## src/hw/rtl/varint_stream_decoder_macros.svh

```systemverilog
`ifndef VARINT_STREAM_DECODER_MACROS_SVH
`define VARINT_STREAM_DECODER_MACROS_SVH

// same-cycle implication, clocked on clk, off during reset
`define VSD_ASSERT_NOW(label, ante, cons) \
    label: assert property (@(posedge clk) disable iff (!rst_n) (ante) |-> (cons)) \
        else $error("vsd assertion failed");

// next-cycle implication
`define VSD_ASSERT_NEXT(label, ante, cons) \
    label: assert property (@(posedge clk) disable iff (!rst_n) (ante) |=> (cons)) \
        else $error("vsd assertion failed");

`endif

```

## src/hw/rtl/vsd_pkg.sv

```systemverilog
`timescale 1ns / 1ps

package vsd_pkg;

    localparam int unsigned GROUP_W     = 7;
    localparam int unsigned VALUE_W     = 64;
    localparam int unsigned IDX_W       = 4;
    localparam int unsigned SHAMT_W     = 6;
    localparam logic [3:0]  LIMIT_NARROW = 4'd5;
    localparam logic [3:0]  LIMIT_WIDE   = 4'd10;

    typedef enum logic [1:0] {
        ST_OK       = 2'd0,
        ST_TOO_MANY = 2'd1,
        ST_ENDED    = 2'd2
    } status_t;

    typedef enum logic [1:0] {
        ACT_CONT     = 2'd0,
        ACT_DONE     = 2'd1,
        ACT_TOO_MANY = 2'd2,
        ACT_ENDED    = 2'd3
    } action_t;

    typedef struct packed {
        logic [GROUP_W-1:0] group;
        logic [IDX_W-1:0]   idx;
        action_t            action;
        logic               wide;
    } entry_t;

endpackage

```

## src/hw/rtl/vsd_front.sv

```systemverilog
`timescale 1ns / 1ps
`include "varint_stream_decoder_macros.svh"

module vsd_front
(
    input  logic           clk,
    input  logic           rst_n,
    input  logic           cfg_wr_en,
    input  logic           cfg_wr_data,
    input  logic           accept,
    input  logic [7:0]     in_byte,
    input  logic           buffer_last,
    output vsd_pkg::entry_t entry
);
    import vsd_pkg::*;

    logic             wide_mode_reg;
    logic [IDX_W-1:0] byte_index_reg;
    logic [IDX_W-1:0] byte_index_next;
    logic [3:0]       limit;
    logic [IDX_W-1:0] idx_inc;
    action_t          action;

    assign limit   = wide_mode_reg ? LIMIT_WIDE : LIMIT_NARROW;
    assign idx_inc = byte_index_reg + 1'b1;

    always_comb
    begin
        if (!in_byte[7])
        begin
            action = ACT_DONE;
        end
        else if (idx_inc >= limit)
        begin
            action = ACT_TOO_MANY;
        end
        else if (buffer_last)
        begin
            action = ACT_ENDED;
        end
        else
        begin
            action = ACT_CONT;
        end
    end

    always_comb
    begin
        byte_index_next = byte_index_reg;
        if (accept)
        begin
            byte_index_next = (action == ACT_CONT) ? idx_inc : '0;
        end
    end

    assign entry.group  = in_byte[GROUP_W-1:0];
    assign entry.idx    = byte_index_reg;
    assign entry.action = action;
    assign entry.wide   = wide_mode_reg;

    always_ff @(posedge clk or negedge rst_n)
    begin
        if (!rst_n)
        begin
            wide_mode_reg  <= 1'b0;
            byte_index_reg <= '0;
        end
        else
        begin
            if (cfg_wr_en)
            begin
                wide_mode_reg <= cfg_wr_data;
            end
            byte_index_reg <= byte_index_next;
        end
    end

    // byte index stops at the tenth byte of a varint
    `VSD_ASSERT_NOW(a_idx_range, 1'b1, byte_index_reg <= 4'd9)
    `VSD_ASSERT_NEXT(a_idx_restart, accept && (action != ACT_CONT), byte_index_reg == '0)

endmodule

```

## src/hw/rtl/vsd_fifo.sv

```systemverilog
`timescale 1ns / 1ps
`include "varint_stream_decoder_macros.svh"

module vsd_fifo
#(
    parameter int unsigned DEPTH = 2
)
(
    input  logic            clk,
    input  logic            rst_n,
    input  logic            push,
    input  vsd_pkg::entry_t wr_entry,
    input  logic            pop,
    output vsd_pkg::entry_t rd_entry,
    output logic            full,
    output logic            not_empty
);
    import vsd_pkg::*;

    localparam int unsigned PTR_W = (DEPTH > 1) ? $clog2(DEPTH) : 1;
    localparam int unsigned CNT_W = $clog2(DEPTH + 1);

    entry_t           slot_reg [DEPTH];
    logic [PTR_W-1:0] wr_ptr_reg;
    logic [PTR_W-1:0] wr_ptr_next;
    logic [PTR_W-1:0] rd_ptr_reg;
    logic [PTR_W-1:0] rd_ptr_next;
    logic [CNT_W-1:0] cnt_reg;
    logic [CNT_W-1:0] cnt_next;

    assign full      = (cnt_reg == CNT_W'(DEPTH));
    assign not_empty = (cnt_reg != '0);
    assign rd_entry  = slot_reg[rd_ptr_reg];

    always_comb
    begin
        wr_ptr_next = wr_ptr_reg;
        rd_ptr_next = rd_ptr_reg;
        cnt_next    = cnt_reg;
        if (push)
        begin
            wr_ptr_next = (wr_ptr_reg == PTR_W'(DEPTH - 1)) ? '0 : wr_ptr_reg + 1'b1;
        end
        if (pop)
        begin
            rd_ptr_next = (rd_ptr_reg == PTR_W'(DEPTH - 1)) ? '0 : rd_ptr_reg + 1'b1;
        end
        case ({push, pop})
            2'b10:   cnt_next = cnt_reg + CNT_W'(1);
            2'b01:   cnt_next = cnt_reg - CNT_W'(1);
            default: cnt_next = cnt_reg;
        endcase
    end

    always_ff @(posedge clk)
    begin
        if (push)
        begin
            slot_reg[wr_ptr_reg] <= wr_entry;
        end
    end

    always_ff @(posedge clk or negedge rst_n)
    begin
        if (!rst_n)
        begin
            wr_ptr_reg <= '0;
            rd_ptr_reg <= '0;
            cnt_reg    <= '0;
        end
        else
        begin
            wr_ptr_reg <= wr_ptr_next;
            rd_ptr_reg <= rd_ptr_next;
            cnt_reg    <= cnt_next;
        end
    end

    `VSD_ASSERT_NOW(a_no_underflow, !not_empty, !pop)
    `VSD_ASSERT_NOW(a_cnt_bound, 1'b1, cnt_reg <= CNT_W'(DEPTH))

endmodule

```

## src/hw/rtl/vsd_back.sv

```systemverilog
`timescale 1ns / 1ps
`include "varint_stream_decoder_macros.svh"

module vsd_back
(
    input  logic               clk,
    input  logic               rst_n,
    input  logic               head_valid,
    input  vsd_pkg::entry_t    head,
    output logic               pop,
    output logic               out_valid,
    input  logic               out_stall,
    output logic signed [63:0] decoded_value,
    output logic [3:0]         bytes_used,
    output logic [1:0]         status
);
    import vsd_pkg::*;

    logic [VALUE_W-1:0] acc_reg;
    logic [VALUE_W-1:0] acc_next;
    logic               out_valid_reg;
    logic               out_valid_next;
    logic [VALUE_W-1:0] value_reg;
    logic [3:0]         bytes_reg;
    status_t            status_reg;

    logic [SHAMT_W-1:0] shamt;
    logic [VALUE_W-1:0] acc_or;
    logic [VALUE_W-1:0] ok_value;
    logic               terminal;
    logic               out_free;
    logic               emit;

    assign shamt    = SHAMT_W'({2'b00, head.idx} * 6'd7);
    assign acc_or   = acc_reg | ({{(VALUE_W - GROUP_W){1'b0}}, head.group} << shamt);
    assign ok_value = head.wide ? acc_or : {{32{acc_or[31]}}, acc_or[31:0]};

    assign terminal = (head.action != ACT_CONT);
    assign out_free = !out_valid_reg || !out_stall;
    assign pop      = head_valid && (!terminal || out_free);
    assign emit     = pop && terminal;

    always_comb
    begin
        acc_next = acc_reg;
        if (pop)
        begin
            acc_next = terminal ? '0 : acc_or;
        end
        if (emit)
        begin
            out_valid_next = 1'b1;
        end
        else if (!out_stall)
        begin
            out_valid_next = 1'b0;
        end
        else
        begin
            out_valid_next = out_valid_reg;
        end
    end

    always_ff @(posedge clk or negedge rst_n)
    begin
        if (!rst_n)
        begin
            acc_reg       <= '0;
            out_valid_reg <= 1'b0;
        end
        else
        begin
            acc_reg       <= acc_next;
            out_valid_reg <= out_valid_next;
        end
    end

    always_ff @(posedge clk)
    begin
        if (emit)
        begin
            case (head.action)
                ACT_DONE:
                begin
                    value_reg  <= ok_value;
                    bytes_reg  <= head.idx + 1'b1;
                    status_reg <= ST_OK;
                end
                ACT_TOO_MANY:
                begin
                    value_reg  <= '0;
                    bytes_reg  <= '0;
                    status_reg <= ST_TOO_MANY;
                end
                default:
                begin
                    value_reg  <= '0;
                    bytes_reg  <= '0;
                    status_reg <= ST_ENDED;
                end
            endcase
        end
    end

    assign out_valid     = out_valid_reg;
    assign decoded_value = value_reg;
    assign bytes_used    = bytes_reg;
    assign status        = status_reg;

    `VSD_ASSERT_NEXT(a_acc_cleared, emit, acc_reg == '0)
    `VSD_ASSERT_NOW(a_err_zero, out_valid_reg && (status_reg != ST_OK), (value_reg | bytes_reg) == '0)

endmodule

```

## src/hw/rtl/varint_stream_decoder.sv

```systemverilog
`timescale 1ns / 1ps
// Unsigned LEB128 varint decoder, one encoded byte per input transaction.
// Input channel: in_valid / in_stall with in_byte and buffer_last (set on the
// final byte of a buffer). Output channel: out_valid / out_stall with
// decoded_value, bytes_used and status (0 ok, 1 too many bytes, 2 buffer
// ended mid-varint). A byte with bit 7 clear, or an error, yields one output
// transaction; continuation bytes yield none.
// Configuration: cfg_wr_en / cfg_wr_data set wide_mode (0 = 32-bit, up to 5
// bytes, sign-extended from bit 31; 1 = 64-bit, up to 10 bytes).
// Throughput: one byte per cycle, sustained while in_stall is low. The final
// byte of a varint passes through a queue slot, then the output register,
// before out_valid rises. The front end classifies each byte and tracks
// the byte count; a QUEUE_DEPTH entry queue feeds the back end, which owns
// the 64-bit accumulator and the output register.
// When out_stall is held, the output transaction holds, continuation bytes
// keep draining into the accumulator, and in_stall rises once the queue fills.
// Reset clears the accumulator, byte count, queue and wide_mode; no clearing
// pass is needed.

module varint_stream_decoder
#(
    parameter int unsigned QUEUE_DEPTH = 2
)
(
    input  logic               clk,
    input  logic               rst_n,
    input  logic               cfg_wr_en,
    input  logic               cfg_wr_data,
    input  logic               in_valid,
    output logic               in_stall,
    input  logic [7:0]         in_byte,
    input  logic               buffer_last,
    output logic               out_valid,
    input  logic               out_stall,
    output logic signed [63:0] decoded_value,
    output logic [3:0]         bytes_used,
    output logic [1:0]         status
);
    import vsd_pkg::*;

    entry_t front_entry;
    entry_t head_entry;
    logic   accept;
    logic   q_full;
    logic   q_not_empty;
    logic   q_pop;

    assign in_stall = q_full;
    assign accept   = in_valid && !q_full;

    vsd_front u_front
    (
        .clk         (clk),
        .rst_n       (rst_n),
        .cfg_wr_en   (cfg_wr_en),
        .cfg_wr_data (cfg_wr_data),
        .accept      (accept),
        .in_byte     (in_byte),
        .buffer_last (buffer_last),
        .entry       (front_entry)
    );

    vsd_fifo
    #(
        .DEPTH (QUEUE_DEPTH)
    )
    u_fifo
    (
        .clk       (clk),
        .rst_n     (rst_n),
        .push      (accept),
        .wr_entry  (front_entry),
        .pop       (q_pop),
        .rd_entry  (head_entry),
        .full      (q_full),
        .not_empty (q_not_empty)
    );

    vsd_back u_back
    (
        .clk           (clk),
        .rst_n         (rst_n),
        .head_valid    (q_not_empty),
        .head          (head_entry),
        .pop           (q_pop),
        .out_valid     (out_valid),
        .out_stall     (out_stall),
        .decoded_value (decoded_value),
        .bytes_used    (bytes_used),
        .status        (status)
    );

endmodule

```

## config.mk

```make
export PLATFORM = sky130hd
export DESIGN_NAME = varint_stream_decoder
export DESIGN_NICKNAME = d
export VERILOG_FILES = /design/src/hw/rtl/vsd_pkg.sv /design/src/hw/rtl/vsd_front.sv /design/src/hw/rtl/vsd_fifo.sv /design/src/hw/rtl/vsd_back.sv /design/src/hw/rtl/varint_stream_decoder.sv
export VERILOG_INCLUDE_DIRS = /design/src /design/src/hw/rtl
export SDC_FILE = /design/constraint.sdc
export NUM_CORES = 1
export LEC_CHECK = 0
export BUFFER_PORTS_ARGS = -buffer_cell sky130_fd_sc_hd__buf_2
export CORE_MARGIN = 5
export CORE_UTILIZATION = 50
export CTS_CLUSTER_DIAMETER = 40
export DETAILED_ROUTE_END_ITERATION = 10
export GPL_ROUTABILITY_DRIVEN = 0
export MAX_ROUTING_LAYER = met4
export PLACE_DENSITY = 0.72
export REMOVE_ABC_BUFFERS = 1
export SYNTH_ARGS = -nofsm -noshare
export SYNTH_HDL_FRONTEND = slang
export SYNTH_SLANG_ARGS = --single-unit
```

## constraint.sdc

```tcl
create_clock -name clk -period 4.5 [get_ports clk]
set_clock_uncertainty 0.1 [all_clocks]
set_input_delay 0.9 -clock clk [delete_from_list [all_inputs] [get_ports clk]]
set_output_delay 0.9 -clock clk [all_outputs]
set_load 0.03 [all_outputs]
```

==> results.sh <==
export IMPL_fp_dieW_um=135.2
export IMPL_dr_first_iter_drc_count=718
export IMPL_dp_hpwl_um=12550
export IMPL_synth_ff_type="edfxtp_1"
export IMPL_critPathBufInv=2
export IMPL_regArea_um2=4795
export IMPL_area_growth_syn_to_layout_pct=16.45
export IMPL_status="completed"
export IMPL_rsz0062_at_grt="no"
export IMPL_die_height_um=135.2
export IMPL_multi_input_area_um2=2795
export IMPL_path_clk_slew_ns=0.07
export IMPL_clk_latency_ns=0.44
export IMPL_hold_worst_slack_ns=0.3943
export IMPL_n_antenna_cell=0
export IMPL_slowest_stage="o31ai_4"
export IMPL_post_cts_buffers=0
export IMPL_drcViolationCount=0
export IMPL_grt_pass1_wl_um=30260
export IMPL_num_rows=45
export IMPL_fp_dieArea_um2=18270
export IMPL_wl_um=18650
export IMPL_ys_seq_elements=172
export IMPL_period_minus_slack_ns=4.256
export IMPL_synth_most_common_cell="nor2_1"
export IMPL_cts_hold_buf=0
export IMPL_worstSetupStartpointType="flip-flop"
export IMPL_cts_buffers=17
export IMPL_grt_use_met1_pct=27.62
export IMPL_port_buffers=86
export IMPL_cts_tree="done"
export IMPL_htree_levels=4
export IMPL_start_util_pct=51.16
export IMPL_crit_fanout=29
export IMPL_synth_edff_count=98
export IMPL_yosysWarnings=0
export IMPL_cts_root_buffer="clkbuf_16"
export IMPL_timing_final_hold_violations=0
export IMPL_fillers=1284
export IMPL_avgSynthCellArea_um2=11.44
export IMPL_wire_per_inst_um=18.71
export IMPL_overflow=0
export IMPL_fin_crit_sh_pct=94.58
export IMPL_clockBufferDepth=2
export IMPL_grt_pass1_vias=5894
export IMPL_synth_area_leaders="edfxtp_1 38%, dfrtp_1 24%, nor2_1 5.9%"
export IMPL_yosysTopAreaCell="edfxtp_1"
export IMPL_slew_headroom_pct=20.63
export IMPL_io_pins=87
export IMPL_synth_cell_types=58
export IMPL_cp_end_kind="flip-flop"
export IMPL_fmax_mhz=235.0
export IMPL_vias_per_cell=5.868
export IMPL_core_area_um2=15310
export IMPL_worstMarginPinSlew_ns=1.191
export IMPL_crit_path_max_incr_delay_ns=0.98
export IMPL_min_path_type="flip-flop to flip-flop"
export IMPL_grt_antenna_before_repair=0
export IMPL_critical_path_top_delay_family="compound AO/OA/AOI/OAI gates"
export IMPL_final_layout_size_suffix_gt1_share_pct=20.61
export IMPL_synthArstFlopShare_pct=43.02
export IMPL_final_nets=806
export IMPL_first_pass_iters=6
export IMPL_cts_resized=0
export IMPL_syn_inst=685
export IMPL_reg2reg_slack_ns=0.24
export IMPL_critPathKind="flip-flop to flip-flop"
export IMPL_numClockSinks=172
export IMPL_met2_usage_pct=34.29
export IMPL_cp_cell_sequence="mux2i_1 > inv_1 > fa_1 > ha_1 > inv_1 > fa_2 > xnor2_1 > o21ai_1 > nor3_4 > o31ai_4 > nor2_1"
export IMPL_gr_usage_all_layers_pct=21.70
export IMPL_setup_tns_ns=0
export IMPL_synth_commonest_cells="123 x nor2_1, 98 x edfxtp_1, 75 x a21oi_1"
export IMPL_vias=5850
export IMPL_seq_area_frac_synth_pct=61.19
export IMPL_setup_viol=0
export IMPL_netlist_area_leader_share_pct=37.56
export IMPL_antenna_left=0
export IMPL_finalMaxSlewViolations=0
export IMPL_grt_busiest_layer="met2"
export IMPL_grt_use_met3_pct=5.461
export IMPL_cp_data_arrival_time_ns=4.29
export IMPL_path_common_cell="inv_1"
export IMPL_synth_area_um2=7835
export IMPL_grt_max_degree=75
export IMPL_maxCapViolCount=0
export IMPL_crit_required_ns=4.54
-- placed cells by master (no fill, tap or decap), types with 3 or more instances in the layout --
cell       instances
a211oi_1          16
a21o_1             3
a21oi_1           75
a221oi_1           3
a22o_1            13
a22oi_1            3
a311oi_1           7
a31oi_1           10
a32o_1             8
and2_1             3
buf_2             86
buf_4             26
clkbuf_16         17
clkinv_4           3
dfrtp_1           74
edfxtp_1          98
ha_1              15
inv_1             23
inv_6              8
mux2_2             5
mux2i_1           17
nand2_1           32
nand2b_1           4
nand3_1            7
nor2_1           123
nor3_1            14
o211ai_1           4
o21a_1             6
o21ai_0            8
o21ai_1            3
o22ai_1            8
o31a_1             5
o31ai_1            3
o32ai_1            3
or3_1              3
xnor2_1            9
-- cells by family (layout without fill, tap and decap cells) --
family                   count (synthesis)  after routing  synth area share [%]
AO/OA/AOI/OAI                          191            191                 16.27
XOR/XNOR                                11             11                 1.230
adder cells (fa/ha/maj)                 18             18                 3.162
buffers and inverters                   67            168                 3.497
flip-flops                             172            172                 61.19
multiplexers                            26             26                 3.689
AND/OR/NAND/NOR                        200            200                 10.96
-- per-layer routing --
| layer | up-vias | part of all wire [%] |
|---|---|---|
| met5 | - | 0 |
| met4 | 0 | 2.1 |
| met3 | 39 | 8.3 |
| met2 | 291 | 49 |
| met1 | 2830 | 41 |
| li1 | 2690 | - |
-- stage by stage --
step / area, µm² / utilization (%) / std cells / setup WS (ns)
2_1_floorplan: 7651 / - / 642 / -1.213
3_3_place_gp: 8568 / 55.95 / 965 / 0.4139
3_5_place_dp: 8568 / 55.95 / 965 / 0.1718
4_1_cts: 9121 / 59.56 / 997 / 0.1485
5_1_grt: 9124 / 59.58 / 997 / 0.01740
6_report: 9124 / 59.58 / 997 / 0.2439
-- worst paths after layout --
| check | from | end | cells past startpoint |
|---|---|---|---|
| setup / recovery | u_fifo.rd_ptr_reg$_DFFE_PN0P_ | u_back.decoded_value[46]$_SDFFCE_PP0P_ | 11 |
| max in group asynchronous | rst_n | u_back.acc_reg[20]$_DFFE_PN0P_ | 2 |
| min in group asynchronous | rst_n | u_fifo.wr_ptr_reg$_DFFE_PN0P_ | 2 |
| hold / removal | u_back.acc_reg[48]$_DFFE_PN0P_ | u_back.acc_reg[48]$_DFFE_PN0P_ | 1 |
| hold reg to reg | u_back.acc_reg[48]$_DFFE_PN0P_ | u_back.acc_reg[48]$_DFFE_PN0P_ | 1 |
| setup reg to reg | u_fifo.rd_ptr_reg$_DFFE_PN0P_ | u_back.decoded_value[46]$_SDFFCE_PP0P_ | 11 |
-- cell type report --
type	count	share of cell area (%)
clock buffer	17	4.663
clock inverter	15	1.399
inverter	24	1.001
multi-input combinational	446	30.64
sequential	172	52.55
tap	211	2.894
timing repair buffer	112	6.857
Power is not shown: default switching activity piles up to over one toggle a cycle in this logic, so the estimate is an artifact.
